**config.mk**
```make
export PLATFORM = sky130hd
export DESIGN_NAME = gnms_back
export DESIGN_NICKNAME = d
export VERILOG_FILES = /design/src/rtl/gradient_non_max_suppression_macros.svh /design/src/rtl/gnms_pkg.sv /design/src/rtl/gnms_back.sv
export SDC_FILE = /design/constraint.sdc
export NUM_CORES = 1
export LEC_CHECK = 0
export ABC_AREA = 1
export BUFFER_PORTS_ARGS = -buffer_cell sky130_fd_sc_hd__buf_2
export CAP_MARGIN = 0
export CORE_MARGIN = 8
export CORE_UTILIZATION = 59
export DETAILED_ROUTE_END_ITERATION = 8
export PLACE_DENSITY = 0.84
export SYNTH_ARGS = -nofsm -noshare
export SYNTH_HDL_FRONTEND = slang
export SYNTH_SLANG_ARGS = --single-unit
```
**constraint.sdc**
```tcl
create_clock -name clk -period 5 [get_ports clk]
set_input_delay 0.5 -clock clk [delete_from_list [all_inputs] [get_ports clk]]
set_output_delay 0.5 -clock clk [all_outputs]
set_load 0.05 [all_outputs]
```
**src/rtl/gradient_non_max_suppression_macros.svh**
```systemverilog
// ----------------------------------------------------------------------------
// gradient_non_max_suppression_macros
// Assertion macros shared by the non-max suppression RTL.
// ----------------------------------------------------------------------------
`ifndef GRADIENT_NON_MAX_SUPPRESSION_MACROS_SVH
`define GRADIENT_NON_MAX_SUPPRESSION_MACROS_SVH

`ifndef SYNTHESIS

// checked only out of reset
`define GNMS_ASSERT(label, clk, rst, prop, msg) \
  label: assert property (@(posedge clk) disable iff (rst) prop) else $error(msg);

// checked at every edge, reset included
`define GNMS_ASSERT_ALWAYS(label, clk, prop, msg) \
  label: assert property (@(posedge clk) prop) else $error(msg);

`else

`define GNMS_ASSERT(label, clk, rst, prop, msg)
`define GNMS_ASSERT_ALWAYS(label, clk, prop, msg)

`endif

`endif

```
**src/rtl/gnms_pkg.sv**
```systemverilog
// ----------------------------------------------------------------------------
// gnms_pkg
// Types, sizes and angle constants for gradient non-max suppression.
// ----------------------------------------------------------------------------
`timescale 1ns / 1ps
`default_nettype none

package gnms_pkg;

  localparam int MAX_WIDTH   = 1024;
  localparam int MAG_BITS    = 16;
  localparam int ANGLE_BITS  = 15;
  localparam int WIDTH_BITS  = 11;
  localparam int HEIGHT_BITS = 12;
  localparam int COL_BITS    = $clog2(MAX_WIDTH);
  localparam int ROW_BITS    = 12;
  localparam int CFG_BITS    = 12;

  localparam int QDEPTH    = 4;
  localparam int QPTR_BITS = $clog2(QDEPTH);
  localparam int QCNT_BITS = $clog2(QDEPTH + 1);

  // radians * 4096, one bit wider than the angle so the fold cannot overflow
  localparam logic signed [ANGLE_BITS:0] PI_Q12     = 16'sd12868;
  localparam logic signed [ANGLE_BITS:0] TWO_PI_Q12 = 16'sd25736;
  localparam logic signed [ANGLE_BITS:0] SECT_A     = 16'sd1609;
  localparam logic signed [ANGLE_BITS:0] SECT_B     = 16'sd4826;
  localparam logic signed [ANGLE_BITS:0] SECT_C     = 16'sd8043;
  localparam logic signed [ANGLE_BITS:0] SECT_D     = 16'sd11260;

  typedef logic [MAG_BITS-1:0] mag_t;

  typedef enum logic [0:0] {
    REG_IMAGE_WIDTH  = 1'b0,
    REG_IMAGE_HEIGHT = 1'b1
  } reg_index_t;

  // neighbor pair along the gradient
  typedef enum logic [1:0] {
    SECT_HORZ      = 2'd0,  // left / right
    SECT_DIAG_UP   = 2'd1,  // upper right / lower left
    SECT_VERT      = 2'd2,  // up / down
    SECT_DIAG_DOWN = 2'd3   // upper left / lower right
  } sector_t;

  typedef struct packed {
    mag_t                up;
    mag_t                mid;
    mag_t                mag;
    sector_t             sect;   // sector of the next window centre
    logic                emit;
    logic [ROW_BITS-1:0] row;
    logic [COL_BITS-1:0] col;
    logic                last;
  } q_item_t;

  typedef struct packed {
    logic [QCNT_BITS-1:0] count;
    logic                 empty;
  } q_status_t;

  function automatic sector_t classify(input logic signed [ANGLE_BITS-1:0] ang);
    logic signed [ANGLE_BITS:0] a;
    logic signed [ANGLE_BITS:0] f;
    sector_t                    s;
    a = {ang[ANGLE_BITS-1], ang};
    if (a < -PI_Q12) begin
      f = a + TWO_PI_Q12;
    end else if (a < 0) begin
      f = a + PI_Q12;
    end else if (a >= PI_Q12) begin
      f = a - PI_Q12;
    end else begin
      f = a;
    end
    if (f < SECT_A || f >= SECT_D) begin
      s = SECT_HORZ;
    end else if (f < SECT_B) begin
      s = SECT_DIAG_UP;
    end else if (f < SECT_C) begin
      s = SECT_VERT;
    end else begin
      s = SECT_DIAG_DOWN;
    end
    return s;
  endfunction

endpackage

`default_nettype wire

```
**src/rtl/gnms_back.sv**
```systemverilog
// ----------------------------------------------------------------------------
// gnms_back
// 3x3 magnitude window, suppression compare and output register.
// ----------------------------------------------------------------------------
`timescale 1ns / 1ps
`default_nettype none

module gnms_back
  import gnms_pkg::*;
(
  input  wire logic           clk,
  input  wire logic           rst,
  input  wire q_item_t        head,
  input  wire q_status_t      q_status,
  output logic                pop,
  output logic                out_valid,
  input  wire logic           out_stall,
  output logic [MAG_BITS-1:0] value,
  output logic [ROW_BITS-1:0] row,
  output logic [COL_BITS-1:0] col,
  output logic                last
);

  mag_t    win      [3][3];
  mag_t    win_next [3][3];
  sector_t centre_sect;
  mag_t    n1;
  mag_t    n2;
  mag_t    centre;
  mag_t    result;
  logic    load;

  // beats that emit nothing only move the window and never wait on the output
  assign pop  = !q_status.empty && (!head.emit || !out_valid || !out_stall);
  assign load = pop && head.emit;

  always_comb begin
    for (int k = 0; k < 3; k++) begin
      win_next[k][0] = win[k][1];
      win_next[k][1] = win[k][2];
    end
    win_next[0][2] = head.up;
    win_next[1][2] = head.mid;
    win_next[2][2] = head.mag;
    centre = win_next[1][1];
    case (centre_sect)
      SECT_HORZ: begin
        n1 = win_next[1][0];
        n2 = win_next[1][2];
      end
      SECT_DIAG_UP: begin
        n1 = win_next[0][2];
        n2 = win_next[2][0];
      end
      SECT_VERT: begin
        n1 = win_next[0][1];
        n2 = win_next[2][1];
      end
      SECT_DIAG_DOWN: begin
        n1 = win_next[0][0];
        n2 = win_next[2][2];
      end
      default: begin
        n1 = '0;
        n2 = '0;
      end
    endcase
    result = (centre >= n1 && centre >= n2) ? centre : '0;
  end

  always_ff @(posedge clk) begin
    if (rst) begin
      out_valid   <= 1'b0;
      centre_sect <= SECT_HORZ;
      for (int r = 0; r < 3; r++) begin
        for (int c = 0; c < 3; c++) begin
          win[r][c] <= '0;
        end
      end
    end else begin
      if (load) begin
        out_valid <= 1'b1;
      end else if (!out_stall) begin
        out_valid <= 1'b0;
      end
      if (pop) begin
        centre_sect <= head.sect;
        win         <= win_next;
      end
    end
  end

  always_ff @(posedge clk) begin
    if (load) begin
      value <= result;
      row   <= head.row;
      col   <= head.col;
      last  <= head.last;
    end
  end

endmodule

`default_nettype wire

```
==> impl_results.md, run 1 <==
* CTS Buf Count at 17
* Adder-cell share of the synthesized area at approximately 6.4%
* Crit start category: flop
* Layout cell share with drive strength beyond 1 at ~22%
* Register Area at roughly 3200 µm²
* Via density at roughly 5.7
* HP Class: in2reg
* Worst-path cell chain: inv_2, nand2_1, inv_2, a221oi_2, nand2_1, o21ai_1, ha_1, a21oi_1, o21ai_0, a21oi_2, nand2_2, nand2_4, nor2_1
* Synthesized flop and latch total at around 140
* Status: finished clean
* CP max stage delay at 660 ps
* DRT Pass-1 Iters at 6
* P_leak at between 3 and 4 nW
* Synth Net Count at between 800 and 900
* Crit path arrival time at 3850 ps
* Worst-Margin Slew at 1222 ps
* Maximum vdd drop at 0.2337 mV
* Crit path kind: reg2reg
* Largest family of logic cells by synthesized area: simple AND/OR/NAND/NOR gates
* Cts-stage hold buffer count at 0
* TritonCTS clock tree: done
* Relative slew slack at a little under a fifth
* CTS resizes at 0
* Compound-Gate Fraction of Synth Area at 18.22%
* Initial antenna violation count at 0
* IO Count at roughly 120
* Die area at 14,130 µm²
* Max_cap viols at 0
* Top cell type's share of synthesized area at about a third
* Initial core utilization at between 60% and 70%
* Synth cell types at 27
* Via count at about 5,500
* Largest cells by area after synthesis: dfxtp_1, edfxtp_1, nor2_1, o21ai_0, nand2_1
* Num rows at 37
* Slowest CP cell: inv_2
* Drt drc at 0
* WL final at between 15 and 20 mm
* Mapped Area at between 6000 and 7000 µm²
* Count of input and output buffers at around 120
* Post-synthesis xor/xnor area fraction at 0%
* Bufs on Longest Clock Path at 2
* Crit path time final at 3583 ps
* WP data required at roughly 5300 ps
* N_diodes at 0
* Core area at between 10,000 and 15,000 µm²
* RSZ-0062 raised after global routing: false
* GR Layer Usage met2 at between 30% and 40%
* Setup crit end kind: flop
* First-pass GRT wire length at about 26 mm
* Post-synthesis mux area share at 0%
* Slew Limit Fails at 0
* CTS clk-pin slew, worst paths at ~70 ps
* Met1 track demand over resource at 27.98%
* Maximum number of pins on one net before global-route repair at just over 100
* Most frequent cells in the layout: nor2_1, nand2_1, buf_2
* M3 GR Usage at approximately 6.5%
* Period utilization at between 70 and 80%
* Vias in the first global route at between 5,000 and 6,000
* GRT Resource Usage Total at between 20 and 25%
* Setup TNS at 0 ps
* CP Max Fanout at 30
* Most common cell after layout, fill and taps aside: nor2_1
* Root buffer cell: clkbuf_8
* Post-CTS setup buffer count at 0
* Final hold vios at 0
* PwrDens at roughly 390 nW/µm²
* Total grt overflow at 0
* Post-Synth Simple-Gate Area at a little under a fifth
* Top cell type by total area after synthesis: dfxtp_1
* Antenna violation net count after detailed routing at 0
* Power Total at 2.884 mW
* WL/cell at approximately 16 µm
* 1st-iter DRT viols at around 450
* Later-pin clock latency in the skew report at ~530 ps
* Setup Skew at 7.607 ps
* Synth warn at 0
* Endpoints failing setup at 0
* Die Ht at approximately 120 µm
* Grt peak-use layer: met2
* Die X at 118.9 µm
* Cells after Synth at ~740
* GPL Wtd Cong at around 0.90
* Fillers at approximately 760
* Clk sinks at about 140
* Htree depth at 4
* Synthesized area per cell at approximately 8.5 µm²
* Area occupied by multi-input gates at approximately 2700 µm²
* Hpwl dp at 10.69 mm
* Register area share after synthesis at roughly half
* Max Freq at 0.2791 GHz
* Nets at approximately 950
* Synth-to-Final Area Change at 18.08%
[kinds of logic after synthesis]
family                   count (synthesis)
AO/OA/AOI/OAI                          193
AND/OR/NAND/NOR                        291
adder cells (fa/ha/maj)                 32
buffers and inverters                   81
flip-flops                             138
[cell usage after synthesis]
master and instances:
clkbuf_1 18, edfxtp_1 39, a31oi_1 2, a21oi_1 47, buf_1 1, o21ai_1 8, nor2_1 143, a221oi_2 8
inv_2 7, buf_4 1, o21a_1 1, dfxtp_1 99, a21oi_2 1, nor3_1 2, o21ai_0 104, nor2_4 10
nand3_1 1, nand4_1 3, buf_2 24, nand2_1 126, nor2_2 2, ha_1 32, nand2_2 3, a221oi_1 22
buf_12 1, nand2_4 1, inv_1 29
[final timing paths]
check,start,endpoint,slack (ps),cells past startpoint
worst min-delay path,head[5],col[4],140,1
worst min register to register,win[26],win[26],490,2
worst max-delay path,centre_sect[1],value[3],1420,13
worst max register to register,centre_sect[1],value[3],1420,13
[per-stage QoR]
stage / hold WS [ps] / instances / utilization (%) / cell area (µm²) / setup WS (ps)
2_1_floorplan: 449.5 / 735 / - / 6243 / 2735
3_3_place_gp: 460.0 / 949 / 66.14 / 6828 / 1640
3_5_place_dp: 471.5 / 949 / 66.14 / 6828 / 1496
4_1_cts: 126.0 / 981 / 71.41 / 7372 / 1458
5_1_grt: 129.0 / 981 / 71.41 / 7372 / 1229
6_report: 144.4 / 981 / 71.41 / 7372 / 1417
[critical path, delay by kind of cell, from the launching register on]
| family | cells | cell delay [ps] |
|---|---|---|
| AO/OA/AOI/OAI | 5 | 600 |
| adder cells (fa/ha/maj) | 1 | 330 |
| buffers and inverters | 2 | 940 |
| flip-flops | 1 | 340 |
| AND/OR/NAND/NOR | 5 | 1110 |
[where the power goes]
group	switching [mW]	leakage [nW]	internal, mW	total [mW]
clock	0.525	0.258	0.627	1.15
combinational	0.314	1.81	0.153	0.467
sequential	0.0422	1.20	1.22	1.27
[layer usage]
layer,share of wire (%),vias up
li1,-,2683
met3,8.8,32
met5,0,-
met2,46,271
met1,44,2560
met4,1.6,0
[state kept, by name, indices dropped and copies added (netlist names)]
| name | cells |
|---|---|
| value | 16 |
| last | 1 |
| centre_sect | 2 |
| col | 10 |
| out_valid | 1 |
| centre | 16 |
| row | 12 |
| win | 80 |
[final cells by class]
class | count | area share, %
clock buffer | 17 | 5.618
multi-input combinational | 516 | 37.19
sequential | 138 | 42.77
clock inverter | 15 | 1.765
timing repair buffer | 123 | 8.520
inverter | 36 | 1.833
tap | 136 | 2.308
Power figures use the tool's default switching activity.
==> run 2: changes to the inputs <==
--- a/config.mk
+++ b/config.mk
@@ -9,9 +9,9 @@
 export BUFFER_PORTS_ARGS = -buffer_cell sky130_fd_sc_hd__buf_2
 export CAP_MARGIN = 0
 export CORE_MARGIN = 8
-export CORE_UTILIZATION = 59
+export CORE_UTILIZATION = 55
 export DETAILED_ROUTE_END_ITERATION = 8
-export PLACE_DENSITY = 0.84
+export PLACE_DENSITY = 0.8
 export SYNTH_ARGS = -nofsm -noshare
 export SYNTH_HDL_FRONTEND = slang
 export SYNTH_SLANG_ARGS = --single-unit
==> constraint.sdc (replaced) <==
create_clock -name clk -period 3.45 [get_ports clk]
set_input_delay 0.345 -clock clk [delete_from_list [all_inputs] [get_ports clk]]
set_output_delay 0.345 -clock clk [all_outputs]
set_load 0.05 [all_outputs]
==> run 2 against run 1 <==
Sequential power rose by 45%. Flip-flop and latch count stayed put. Utilization is 5.0 points lower. Largest cell class unchanged. Highest routed layer unchanged.
==> impl_results.md, run 2 (synthesis results as in run 1) <==
* Max reg flops at 80
* Initial core utilization at 55.39%
* DRT Pass-1 Iters at 4
* Crit path time final at 3056 ps
* Switching Share at between 20% and 30%
* Area occupied by multi-input gates at roughly 2700 µm²
* Later-pin clock latency in the skew report at between 400 and 500 ps
* Endpoints failing setup at 0
* Setup Skew at approximately 8.0 ps
* TritonCTS clock tree: done
* Maximum number of pins on one net before global-route repair at 101
* RSZ-0062 raised after global routing: false
* Die Ht at between 100 and 150 µm
* Die area at between 15,000 and 20,000 µm²
* Largest reg by FF count: win
* WL final at 16.22 mm
* Bufs on Longest Clock Path at 2
* GR Layer Usage met2 at between 30% and 40%
* Relative slew slack at 40.64%
* Core area at around 11,000 µm²
* Via density at 5.536
* Setup crit end kind: flop
* Grt peak-use layer: met2
* Initial antenna violation count at 0
* Cts-stage hold buffer count at 0
* IO Count at 122
* Setup TNS at 0 ps
* Layout cell share with drive strength beyond 1 at ~23%
* Worst-Margin Slew at between 800 and 900 ps
* Slowest CP cell: dfxtp_1
* Drt drc at 0
* Max Freq at approximately 0.33 GHz
* CTS clk-pin slew, worst paths at roughly 60 ps
* GRT Resource Usage Total at 22.02%
* WP data required at 3610 ps
* Via count at 5,514
* Clk sinks at around 140
* CP Max Fanout at 17
* Crit start category: flop
* Count of input and output buffers at 118
* Fillers at slightly below 900
* Logic pwr share at 15.8%
* CTS resizes at 0
* Sw power at 1.219 mW
* Most common cell after layout, fill and taps aside: nor2_1
* Most frequent cells in the layout: nor2_1, nand2_1, buf_2
* Register Area at around 3200 µm²
* WL/cell at between 15 and 20 µm
* Htree depth at 4
* Final hold slack at 95.34 ps
* First-pass GRT wire length at ~26 mm
* HP Class: in2reg
* GPL Wtd Cong at roughly 0.89
* N_diodes at 0
* Hpwl dp at 11.55 mm
* Met1 track demand over resource at 28.26%
* 1st-iter DRT viols at a little under 500
* Root buffer cell: clkbuf_16
* CP max stage delay at around 330 ps
* Maximum vdd drop at between 0.3 and 0.4 mV
* Crit path arrival time at around 3200 ps
* Clock power share at between 40% and 50%
* Post-route design area at around 7500 µm²
* M3 GR Usage at 5.934%
* Antenna violation net count after detailed routing at 0
* Pint at between 3 and 4 mW
* Die X at around 120 µm
* Slew Limit Fails at 0
* PwrDens at 573.3 nW/µm²
* Final hold vios at 0
* Crit path kind: reg2reg
* Nets at around 950
* Worst-path cell chain: inv_2, nand2_1, inv_2, buf_12, a221oi_2, nand2_1, o21ai_1, ha_1, a21oi_1, o21ai_0, a21oi_1, nand2_2, nand2_4, nor2_1
* Max_cap viols at 0
* Power Total at between 4 and 5 mW
* Status: finished clean
* Post-CTS setup buffer count at 0
* Num rows at 39
* Total grt overflow at 0
* Placed inst area at slightly below 7000 µm²
* Vias in the first global route at approximately 5,300
* Synth-to-Final Area Change at 19.82%
* CTS Buf Count at 17
* Flop pwr share at between 40% and 50%
* P_leak at ~3.3 nW
* Period utilization at 88.59%
run 2: path summary, 6_finish.rpt:
path / start / to / slack, ps / depth (start not counted)
setup / recovery: centre_sect[1] / value[2] / 390 / 14
hold / removal: head[6] / col[5] / 100 / 1
setup reg to reg: centre_sect[1] / value[2] / 390 / 14
hold reg to reg: win[115] / win[115] / 480 / 2
run 2: final cells by class:
cell class / instances / share of cell area (%)
Clock buffer: 18 / 5.737
Clock inverter: 14 / 1.940
Inverter: 36 / 1.806
Multi-Input combinational cell: 516 / 36.61
Sequential cell: 138 / 42.15
Tap cell: 143 / 2.392
Timing Repair Buffer: 131 / 9.366
run 2: metrics by stage:
step           utilization (%)  worst slack (ps)  cells
4_1_cts                  66.37             415.6    996
3_3_place_gp             61.27             600.7    964
3_5_place_dp             61.27             436.5    964
2_1_floorplan                -              1185    735
6_report                 66.37             393.7    996
5_1_grt                  66.37             277.1    996
run 2: power by group through the flow:
stage | sequential, mW | combinational, mW | clock, mW
detailed placement | 1.87 | 0.670 | 0
global route | 1.85 | 0.756 | 1.85
CTS | 1.83 | 0.676 | 1.79
floorplan | 1.92 | 0.424 | 0
global placement | 1.86 | 0.637 | 0
finish | 1.84 | 0.677 | 1.78
run 2: critical path, delay by kind of cell, from the launching register on:
family / cells / cell delay, ps
simple gates: 5 / 740
buf+inv: 3 / 810
compound gates: 5 / 590
fa+ha+maj: 1 / 290
flops: 1 / 330
run 2: layer usage:
| metal | wire length (µm) | share of wire (%) |
|---|---|---|
| met4 | 446 | 2.7 |
| met2 | 7160 | 44 |
| met1 | 7171 | 44 |
| met5 | 0 | 0 |
| met3 | 1445 | 8.9 |
