`src/rtl/gradient_non_max_suppression_macros.svh`:
```
// ----------------------------------------------------------------------------
// gradient_non_max_suppression_macros
// Assertion macros shared by the non-max suppression RTL.
// ----------------------------------------------------------------------------
`ifndef GRADIENT_NON_MAX_SUPPRESSION_MACROS_SVH
`define GRADIENT_NON_MAX_SUPPRESSION_MACROS_SVH

`ifndef SYNTHESIS

// checked only out of reset
`define GNMS_ASSERT(label, clk, rst, prop, msg) \
  label: assert property (@(posedge clk) disable iff (rst) prop) else $error(msg);

// checked at every edge, reset included
`define GNMS_ASSERT_ALWAYS(label, clk, prop, msg) \
  label: assert property (@(posedge clk) prop) else $error(msg);

`else

`define GNMS_ASSERT(label, clk, rst, prop, msg)
`define GNMS_ASSERT_ALWAYS(label, clk, prop, msg)

`endif

`endif

```
`src/rtl/gnms_pkg.sv`:
```
// ----------------------------------------------------------------------------
// gnms_pkg
// Types, sizes and angle constants for gradient non-max suppression.
// ----------------------------------------------------------------------------
`timescale 1ns / 1ps
`default_nettype none

package gnms_pkg;

  localparam int MAX_WIDTH   = 1024;
  localparam int MAG_BITS    = 16;
  localparam int ANGLE_BITS  = 15;
  localparam int WIDTH_BITS  = 11;
  localparam int HEIGHT_BITS = 12;
  localparam int COL_BITS    = $clog2(MAX_WIDTH);
  localparam int ROW_BITS    = 12;
  localparam int CFG_BITS    = 12;

  localparam int QDEPTH    = 4;
  localparam int QPTR_BITS = $clog2(QDEPTH);
  localparam int QCNT_BITS = $clog2(QDEPTH + 1);

  // radians * 4096, one bit wider than the angle so the fold cannot overflow
  localparam logic signed [ANGLE_BITS:0] PI_Q12     = 16'sd12868;
  localparam logic signed [ANGLE_BITS:0] TWO_PI_Q12 = 16'sd25736;
  localparam logic signed [ANGLE_BITS:0] SECT_A     = 16'sd1609;
  localparam logic signed [ANGLE_BITS:0] SECT_B     = 16'sd4826;
  localparam logic signed [ANGLE_BITS:0] SECT_C     = 16'sd8043;
  localparam logic signed [ANGLE_BITS:0] SECT_D     = 16'sd11260;

  typedef logic [MAG_BITS-1:0] mag_t;

  typedef enum logic [0:0] {
    REG_IMAGE_WIDTH  = 1'b0,
    REG_IMAGE_HEIGHT = 1'b1
  } reg_index_t;

  // neighbor pair along the gradient
  typedef enum logic [1:0] {
    SECT_HORZ      = 2'd0,  // left / right
    SECT_DIAG_UP   = 2'd1,  // upper right / lower left
    SECT_VERT      = 2'd2,  // up / down
    SECT_DIAG_DOWN = 2'd3   // upper left / lower right
  } sector_t;

  typedef struct packed {
    mag_t                up;
    mag_t                mid;
    mag_t                mag;
    sector_t             sect;   // sector of the next window centre
    logic                emit;
    logic [ROW_BITS-1:0] row;
    logic [COL_BITS-1:0] col;
    logic                last;
  } q_item_t;

  typedef struct packed {
    logic [QCNT_BITS-1:0] count;
    logic                 empty;
  } q_status_t;

  function automatic sector_t classify(input logic signed [ANGLE_BITS-1:0] ang);
    logic signed [ANGLE_BITS:0] a;
    logic signed [ANGLE_BITS:0] f;
    sector_t                    s;
    a = {ang[ANGLE_BITS-1], ang};
    if (a < -PI_Q12) begin
      f = a + TWO_PI_Q12;
    end else if (a < 0) begin
      f = a + PI_Q12;
    end else if (a >= PI_Q12) begin
      f = a - PI_Q12;
    end else begin
      f = a;
    end
    if (f < SECT_A || f >= SECT_D) begin
      s = SECT_HORZ;
    end else if (f < SECT_B) begin
      s = SECT_DIAG_UP;
    end else if (f < SECT_C) begin
      s = SECT_VERT;
    end else begin
      s = SECT_DIAG_DOWN;
    end
    return s;
  endfunction

endpackage

`default_nettype wire

```
`src/rtl/gnms_queue.sv`:
```
// ----------------------------------------------------------------------------
// gnms_queue
// Short FIFO between pixel intake and suppression.
// ----------------------------------------------------------------------------
`timescale 1ns / 1ps
`default_nettype none

`include "gradient_non_max_suppression_macros.svh"

module gnms_queue
  import gnms_pkg::*;
(
  input  wire logic    clk,
  input  wire logic    rst,
  input  wire logic    push,
  input  wire q_item_t push_item,
  input  wire logic    pop,
  output q_item_t      head,
  output q_status_t    status
);

  q_item_t              entries [QDEPTH];
  logic [QPTR_BITS-1:0] wr_ptr;
  logic [QPTR_BITS-1:0] rd_ptr;
  logic [QCNT_BITS-1:0] count;

  always_ff @(posedge clk) begin
    if (rst) begin
      wr_ptr <= '0;
      rd_ptr <= '0;
      count  <= '0;
    end else begin
      if (push) begin
        wr_ptr <= wr_ptr + QPTR_BITS'(1);
      end
      if (pop) begin
        rd_ptr <= rd_ptr + QPTR_BITS'(1);
      end
      case ({push, pop})
        2'b10:   count <= count + QCNT_BITS'(1);
        2'b01:   count <= count - QCNT_BITS'(1);
        default: count <= count;
      endcase
    end
  end

  always_ff @(posedge clk) begin
    if (push) begin
      entries[wr_ptr] <= push_item;
    end
  end

  assign head         = entries[rd_ptr];
  assign status.count = count;
  assign status.empty = (count == '0);

  `GNMS_ASSERT(a_no_overflow, clk, rst, push |-> (count < QCNT_BITS'(QDEPTH)), "queue overflow")
  `GNMS_ASSERT(a_no_underflow, clk, rst, pop |-> (count != '0), "queue underflow")
  `GNMS_ASSERT(a_count_up, clk, rst, (push && !pop) |=> (count == $past(count) + QCNT_BITS'(1)), "queue count lost a push")

endmodule

`default_nettype wire

```
`config.mk`:
```
export PLATFORM = sky130hd
export DESIGN_NAME = gnms_queue
export DESIGN_NICKNAME = d
export VERILOG_FILES = /design/src/rtl/gnms_pkg.sv /design/src/rtl/gnms_queue.sv
export VERILOG_INCLUDE_DIRS = /design/src /design/src/rtl
export SDC_FILE = /design/constraint.sdc
export NUM_CORES = 1
export LEC_CHECK = 0
export ABC_AREA = 1
export BUFFER_PORTS_ARGS = -buffer_cell sky130_fd_sc_hd__buf_2
export CAP_MARGIN = 15
export CORE_MARGIN = 1.5
export CORE_UTILIZATION = 31
export DETAILED_ROUTE_END_ITERATION = 12
export GPL_TIMING_DRIVEN = 0
export PLACE_DENSITY_LB_ADDON = 0.15
export SYNTH_ARGS = -nofsm -noshare
export SYNTH_HDL_FRONTEND = slang
export SYNTH_SLANG_ARGS = --single-unit
```
`constraint.sdc`:
```
create_clock -name clk -period 2.4 [get_ports clk]
set_input_delay 0.36 -clock clk [delete_from_list [all_inputs] [get_ports clk]]
set_output_delay 0.36 -clock clk [all_outputs]
set_load 0.05 [all_outputs]
```
==> results, run 1 <==
- The flow ran to the end, and the final reports show no timing, DRC or antenna violations.
- The timing-limited maximum frequency is 0.430 GHz.
- In this design, the largest share of critical-path delay is due to buffers and inverters.
- After detailed routing, the wire length on met1 is about 13000 um.
- The first global-routing pass estimated 41900 um of wire.
- The commonest cells after synthesis are sky130_fd_sc_hd__edfxtp_1, sky130_fd_sc_hd__nor2_1, sky130_fd_sc_hd__o21ai_0.
- The number of CTS-inserted buffers is 34.
- The met2 layer wire length in the routed design is approximately 13000 um.
- In this run the vertical extent of the chip is approximately 190 um.
- The count of different cell masters after synthesis is 20.
- After the first detailed-routing iteration, the DRC count stood at 370.
- The global-route total usage across every layer is around 15%.
- The per-instance average area after synthesis is around 15 um^2.
- The wire-length estimate of the detail-placed layout is ~17000 um.
- The final routed wirelength across all metal layers is 28300 um.
- The routability congestion estimate is around 0.70.
- Summed over its instances, the top area cell type makes up roughly 78% of the synthesized netlist area.
- The later pin in the worst-skew pair is clocked with a latency of approximately 500 ps.
- For this design the top-level I/O count stands at about 160.
- Summing the areas of all xor and xnor instances in the mapped netlist gives 0% of the synthesized area.
- After clock tree synthesis, the flow added hold-fix buffers numbering 0.
- The slowest stage of the critical path belongs to the cell sky130_fd_sc_hd__dfxtp_2.
- In this run the post-CTS setup repair buffer count came out at 0.
- The share of synthesized cell area in full adder, half adder and majority cells is less than 1%.
- The cell type with the largest total area after synthesis is sky130_fd_sc_hd__edfxtp_1.
- Counting flops and latches in the post-synthesis netlist gives about 300.
- After clock tree synthesis, the clock-pin slew on the worst setup and hold paths is about 60 ps.
- The number of enable-type register cells in the synthesized netlist is between 200 and 300.
- TritonCTS built the clock tree.
- The number of nets with antenna violations after routing is 0.
- The floorplan has 70 rows.
- In the routed design, unresolved DRC markers number 0.
- The most numerous cell in the Yosys netlist is sky130_fd_sc_hd__edfxtp_1.
- The area of the core region is around 36000 um^2.
- The starting density of the core is between 30% and 40%.
- Entering global routing, the biggest net connects 39 pins.
- The signal on the critical path passes through buf_8 -> inv_4 -> buf_12 -> buf_6 -> nor2_1 -> o22ai_2 -> buf_4.
- The max-slew violation count is 0.
- The worst-case IR drop observed on VDD is roughly 0.00041 V.
- Final hold analysis gives a worst-case slack of between 70 and 80 ps.
- When the netlist entered floorplanning its net count stood at around 860.
- Of the synthesized area, sequential elements account for 79.5%.
- The vias after detailed routing is 6844.
- After detailed routing, the met3 layer carries ~1500 um of wire.
- The final cycle utilization of the critical path is 97.0%.
- After detailed routing, the number of vias per cell comes to 4.68.
- The measured slew at the worst slew-check pin is around 640 ps.
- The main combinational cell family by area after synthesis is compound AO/OA/AOI/OAI gates.
- In the post-synthesis netlist, the biggest area contributors are sky130_fd_sc_hd__edfxtp_1, sky130_fd_sc_hd__nor2_1, sky130_fd_sc_hd__o21ai_0.
- The total of endpoints with negative setup slack in the final report is 0.
- Data on the critical path arrives at its endpoint at between 1500 and 2000 ps.
- The die outline width is 195 um.
- For this run, the detailed router's first-pass iteration total came to 4.
- The synthesized instance count is 773.
- Cells with a size suffix above 1 make up 28.0% of the layout.
- After synthesis, the share of flip-flops with an asynchronous set or reset is 0%.
- Setup repair after global routing could not meet its margin everywhere.
- The worst stage delay on the critical path is about 360 ps.
- Subtracting the final worst setup slack from the clock period gives 2330 ps.
- The die covers ~38000 um^2.
- The cell area that synthesis handed to floorplanning was approximately 11000 um^2.
- The via count of the first global-routing pass is between 6k and 7k.
- The path class of the tightest hold or removal check is in -> reg.
- The synthesized-area fraction occupied by ao, oa, aoi and oai cells is 11.0%.
- The startpoint kind of the worst setup timing path is a flip-flop.
- Clock tree synthesis found a total of about 310 sinks.
- The area growth from synthesis to layout is 26.2%.
- The critical path buffer and inverter count is 5.
- For this design the ratio of total power to cell area is roughly 900 nW/um^2.
- The total overflow left after global routing is 0.
- The sequential cell area is between 9000 and 10000 um^2.
- The share of synthesized cell area in and, or, nand and nor gates is under 10%.
- At the worst endpoint, the required time is approximately 2000 ps.
- The multi-input combinational cell area is about 2100 um^2.
- The max-capacitance violation count is 0.
- The number of antenna violations at the first check in global routing was 3.
- The clock passes through at most 3 buffers.
- Of the post-synthesis cell area, the part taken by muxes is 0%.
- Timing analysis after detailed placement gives a worst setup slack of 111 ps.
- The final hold violation count is 0.
- In this run the static leakage power is 5.07 nW.
- The H-tree was split into 2 levels.
- The clock arrives with 7.30 ps of skew.
- After detailed routing, the average wire length per cell comes to ~19 um.
- The number of warnings issued by yosys is 0.
- In the post-route analysis, the smallest setup slack over all paths is 72.5 ps.
- The critical-path maximum fanout is 10.
- The relative max-transition margin is approximately 58%.
- The number of filler instances in the final layout is about 3.5k.
- The detailed router used layers up to and including met5.
- The element type at the critical path end is a primary output.
- The final layout contains roughly 1.1k nets.
- The setup path with the least slack is of type reg -> out.
- During placement, the flow inserted port buffers numbering about 160.
- The cell sitting at the root of the clock tree is a sky130_fd_sc_hd__clkbuf_16.
- The leading register cell type out of synthesis is sky130_fd_sc_hd__edfxtp_1.
flip-flops by register name (all words and copies together) (netlist names), named ones only:
register  flops
entries     296
count         3
rd_ptr        2
wr_ptr        2
through the flow:
step	cells	util, %	setup TNS, ps	total power [mW]	area (um^2)
4_1_cts	1462	39.0	0	13.0	14200
5_1_grt	1463	39.5	-33.6	13.4	14400
3_3_place_gp	1396	35.1	-300020	7.99	12800
2_1_floorplan	773	-	0	7.41	11400
3_5_place_dp	1403	35.5	0	8.01	12900
6_report	1463	39.5	0	12.9	14400
layout by cell type, fill, tap and decap left out:
master | Yosys | routed
sky130_fd_sc_hd__buf_4 | 6 | 40
sky130_fd_sc_hd__o22ai_2 | 0 | 22
sky130_fd_sc_hd__dfxtp_2 | 0 | 1
sky130_fd_sc_hd__clkinv_2 | 0 | 2
sky130_fd_sc_hd__o21ai_1 | 54 | 57
sky130_fd_sc_hd__fa_1 | 1 | 1
sky130_fd_sc_hd__o22ai_1 | 74 | 52
sky130_fd_sc_hd__nand4_1 | 1 | 1
sky130_fd_sc_hd__buf_12 | 0 | 7
sky130_fd_sc_hd__clkbuf_2 | 2 | 7
sky130_fd_sc_hd__clkinvlp_4 | 0 | 3
sky130_fd_sc_hd__bufinv_16 | 0 | 1
sky130_fd_sc_hd__o21ai_0 | 100 | 97
sky130_fd_sc_hd__inv_1 | 17 | 13
sky130_fd_sc_hd__nor2_1 | 151 | 151
sky130_fd_sc_hd__clkbuf_16 | 0 | 37
sky130_fd_sc_hd__clkinv_1 | 0 | 6
sky130_fd_sc_hd__diode_2 | 0 | 1
sky130_fd_sc_hd__edfxtp_1 | 296 | 296
sky130_fd_sc_hd__dfxtp_1 | 9 | 8
sky130_fd_sc_hd__buf_8 | 0 | 3
sky130_fd_sc_hd__nand3_1 | 1 | 1
sky130_fd_sc_hd__clkbuf_1 | 20 | 13
sky130_fd_sc_hd__a21oi_1 | 5 | 5
sky130_fd_sc_hd__nand2_1 | 9 | 9
sky130_fd_sc_hd__clkbuf_4 | 0 | 27
sky130_fd_sc_hd__ha_1 | 5 | 5
sky130_fd_sc_hd__nor3_1 | 1 | 1
sky130_fd_sc_hd__inv_4 | 1 | 2
sky130_fd_sc_hd__buf_6 | 12 | 23
sky130_fd_sc_hd__buf_16 | 0 | 1
sky130_fd_sc_hd__buf_2 | 8 | 102
worst paths after layout:
path                                    from             end  cells after the start  slack (ps)
worst max register to register     wr_ptr[0]  entries[0][37]                      5         590
worst min-delay path            push_item[5]   entries[0][5]                      1          70
worst min register to register     rd_ptr[1]       flip-flop                      1         440
worst max-delay path               flip-flop        head[33]                      7          70
report_power, final:
| part | internal, mW | switching [mW] |
|---|---|---|
| clock network | 2.91 | 1.97 |
| registers | 6.08 | 0.0492 |
| logic | 0.540 | 1.36 |
cells by family (layout without fill, tap and decap cells):
| kind of cell | Yosys count | after routing |
|---|---|---|
| AO/OA/AOI/OAI | 233 | 233 |
| flip-flops | 305 | 305 |
| AND/OR/NAND/NOR | 163 | 163 |
| other | 0 | 1 |
| buffers and inverters | 66 | 287 |
| adder cells (fa/ha/maj) | 6 | 6 |
final cells by class:
cell class              instances  area share, %
clock buffers                  50           6.77
inverters                      18          0.582
plain buffers                  48           2.82
multi-input cells             402           14.6
diodes                          1         0.0174
well taps                     468           4.07
clock inverters                 9          0.435
repair buffers                162           7.74
flip-flops and latches        305           63.0
layer usage:
layer,GRT usage [%],up-vias
met5,0,-
met4,4.11,4
met3,3.24,47
met2,24.0,171
met1,19.9,3309
li1,-,3313
timing repair:
action                     in CTS  in global routing
pin swaps                       0                  3
resized for setup              82                 84
setup endpoints to repair      74                 67
(Power assumes the default switching activity.)
==> inputs of run 2 (changes only) <==
- CORE_UTILIZATION: 31 -> 51
==> results, run 2 (synthesis results as in run 1) <==
- The worst hold margin is 25.8 ps.
- Dividing the final minimum period by the clock period gives a little over nine tenths.
- For this design the static power due to leakage is between 5 and 6 nW.
- The die height is about 150 um.
- The largest registers in the layout are entries: 296 flops, count: 3 flops.
- The path class of the tightest hold or removal check is in -> reg.
- The number of standard-cell rows in the floorplan is between 50 and 60.
- The number of CTS-inserted buffers is 30.
- The number of search-and-repair iterations in the first detailed-routing pass is 7.
- For the pin with the worst max-slew slack, the measured transition is 611 ps.
- For this block, wires on met1 add up to 10400 um.
- The met3 wire length is between 1000 and 1500 um.
- The number of top-level pins is about 160.
- The critical-path maximum fanout is 10.
- In this run the tool buffered the top-level ports with 155 buffer cells.
- The first global-routing pass estimated 37200 um of wire.
- The type of the setup path with the least slack is reg -> out.
- The flow ran to the end, and the final reports show no timing, DRC or antenna violations.
- The routability congestion estimate is just over 0.7.
- Headroom to the max-slew limit came out at 59.2%.
- After legalization and detailed placement, the total HPWL measured ~14000 um.
- The number of nets in the layout is ~1.1k.
- For the final routed database, the setup TNS stands at 0 ps.
- The clock passes through at most 3 buffers.
- STA classifies the critical path startpoint as a flip-flop.
- Between clock sinks in the finished design, the worst skew comes to around 18 ps.
- Net switching is roughly a quarter of the power.
- The number of antenna violations at the first check in global routing was 6.
- The internal power of the cells is about 9.5 mW.
- TritonCTS built the clock tree.
- The fraction of final layout cells sized beyond drive strength 1 is approximately 28%.
- The maximum number of pins on one net before global-route repair is 40.
- After clock tree synthesis, the clock-pin slew on the worst setup and hold paths is about 60 ps.
- At the worst endpoint, the arrival time is about 2000 ps.
- The TritonCTS sink count is ~310.
- The via count of the first global-routing pass is between 6k and 7k.
- Derived from the worst setup path, the maximum achievable clock frequency is ~0.42 GHz.
- The power density over the cells is 902 nW/um^2.
- The data required time at the worst endpoint is 2040 ps.
- The starting density of the core is about 52%.
- The area growth from synthesis to layout is 23.6%.
- Once detail routing completed, the nets flagged for antenna violations numbered 0.
- Wires add up to approximately 24000 um.
- In this run the cell area measured after placement is between 10000 and 15000 um^2.
- The launch point of the worst hold path is push_item[13].
- The switching power of the nets is roughly 3.2 mW.
- Dividing the detail-routed via count by the number of cells gives 5.44.
- The clock root buffer is sky130_fd_sc_hd__clkbuf_16.
- In this run the number of H-tree levels came out at 1.
- The worst setup path is captured at a primary output.
- The share of total power in sequential cells is about 48%.
- The total overflow left after global routing is 0.
- Across every metal layer, demand over resource in global routing totals 20.7%.
- The vias after detailed routing is between 6k and 7k.
- The die outline width is approximately 150 um.
- The area of the core region is ~22000 um^2.
- The final hold violation count is 0.
- For this design, the CTS-stage hold fixing added 0 buffers.
- The first routing iteration left ~430 violations.
- The worst-case IR drop observed on VDD is approximately 0.0006 V.
- Ranked by flip-flop count, first place goes to entries.
- The worst path needs 2370 ps of the cycle, external delays included.
- The max-slew violation count is 0.
- The met2 layer wire length in the routed design is 12000 um.
- The tool flagged a number of max-cap violations equal to 0.
- In the layout the commonest cells are sky130_fd_sc_hd__edfxtp_1, sky130_fd_sc_hd__nor2_1, sky130_fd_sc_hd__buf_2, sky130_fd_sc_hd__o21ai_0, sky130_fd_sc_hd__o22ai_1.
- The highest signal layer in the routed design is met5.
- At the later pin of the worst-skew pair, clock insertion delay measures around 550 ps.
- The wire length per cell is around 19 um.
- Fill cells in the final layout number between 1.5k and 2k.
- For this run, design rule violations remaining after detail routing come to 0.
- The total of endpoints with negative setup slack in the final report is 0.
- In this run, the clock network consumes ~37% of the power.
- Summing all non-filler instances in the final layout gives an area of 14100 um^2.
- The register with the most flip-flops in the layout has ~300 of them.
- The most frequent standard cell in the layout excluding fill and tap cells is sky130_fd_sc_hd__edfxtp_1.
- The startpoint of the most critical register-to-register path is wr_ptr[0].
- The fraction of power consumed by combinational cells is ~15%.
- The die footprint is 23300 um^2.
==> run 2: cell count changes in the layout (fill, tap and decap cells not counted), sizes merged <==
cell and delta:
diode +7, clkbuf -6, clkinv -3, bufinv +3, buf -1
==> run 2: layout make-up <==
type | instances | area [um^2] | share of cell area (%)
Tap cell | 280 | 350 | 2.49
Buffer | 48 | 400 | 2.84
Inverter | 18 | 83.8 | 0.595
Clock inverter | 9 | 143 | 1.01
Antenna cell | 8 | 20.0 | 0.142
Multi-Input combinational cell | 402 | 2060 | 14.6
Clock buffer | 43 | 861 | 6.11
Sequential cell | 305 | 9070 | 64.4
Timing Repair Buffer | 162 | 1100 | 7.82
==> run 2: worst paths after layout <==
| kind | endpoint | slack (ps) | cells past startpoint |
|---|---|---|---|
| max | head[73] | 30 | 7 |
| min | entries[3][13] | 30 | 1 |
| max reg2reg | entries[3][30] | 640 | 4 |
| min reg2reg | flip-flop | 450 | 1 |
==> run 2: what timing repair did <==
action / in CTS / in global routing
gates resized for setup: 69 / 87
buffers inserted: 0 / 0
pin swaps: 0 / 7
gates cloned: 0 / 0
setup endpoints to repair: 74 / 72
==> run 2: power groups by stage <==
stage	clock [mW]	combinational [mW]	sequential, mW
after floorplan	0	1.15	6.26
after global placement	0	1.66	6.26
after detailed placement	0	1.71	6.24
after CTS	4.78	1.80	6.13
after global routing	4.98	1.97	6.15
final	4.72	1.86	6.13
==> run 2: metrics by stage <==
step                setup slack (ps)  util, %  power (mW)  std cells
floorplan                       18.7        -        7.41        773
global placement               -1140     57.3        7.92       1208
detailed placement               263     58.0        7.95       1215
CTS                           -0.689     63.4        12.7       1267
global route                   -39.5     64.3        13.1       1272
finish                          28.8     64.4        12.7       1275
==> run 2: per-layer routing <==
metal  vias up  track usage (%)
li1       3306                -
met1      3380             28.0
met2       205             34.0
met3        45             4.04
met4         2             6.55
met5         -                0
==> run 2: worst max-delay path, stage by stage (launching register included) <==
cell	delay (ps)
sky130_fd_sc_hd__dfxtp_4	370
sky130_fd_sc_hd__buf_8	150
sky130_fd_sc_hd__inv_4	80
sky130_fd_sc_hd__buf_12	160
sky130_fd_sc_hd__buf_8	150
sky130_fd_sc_hd__nor2_1	60
sky130_fd_sc_hd__o22ai_2	240
sky130_fd_sc_hd__buf_4	240
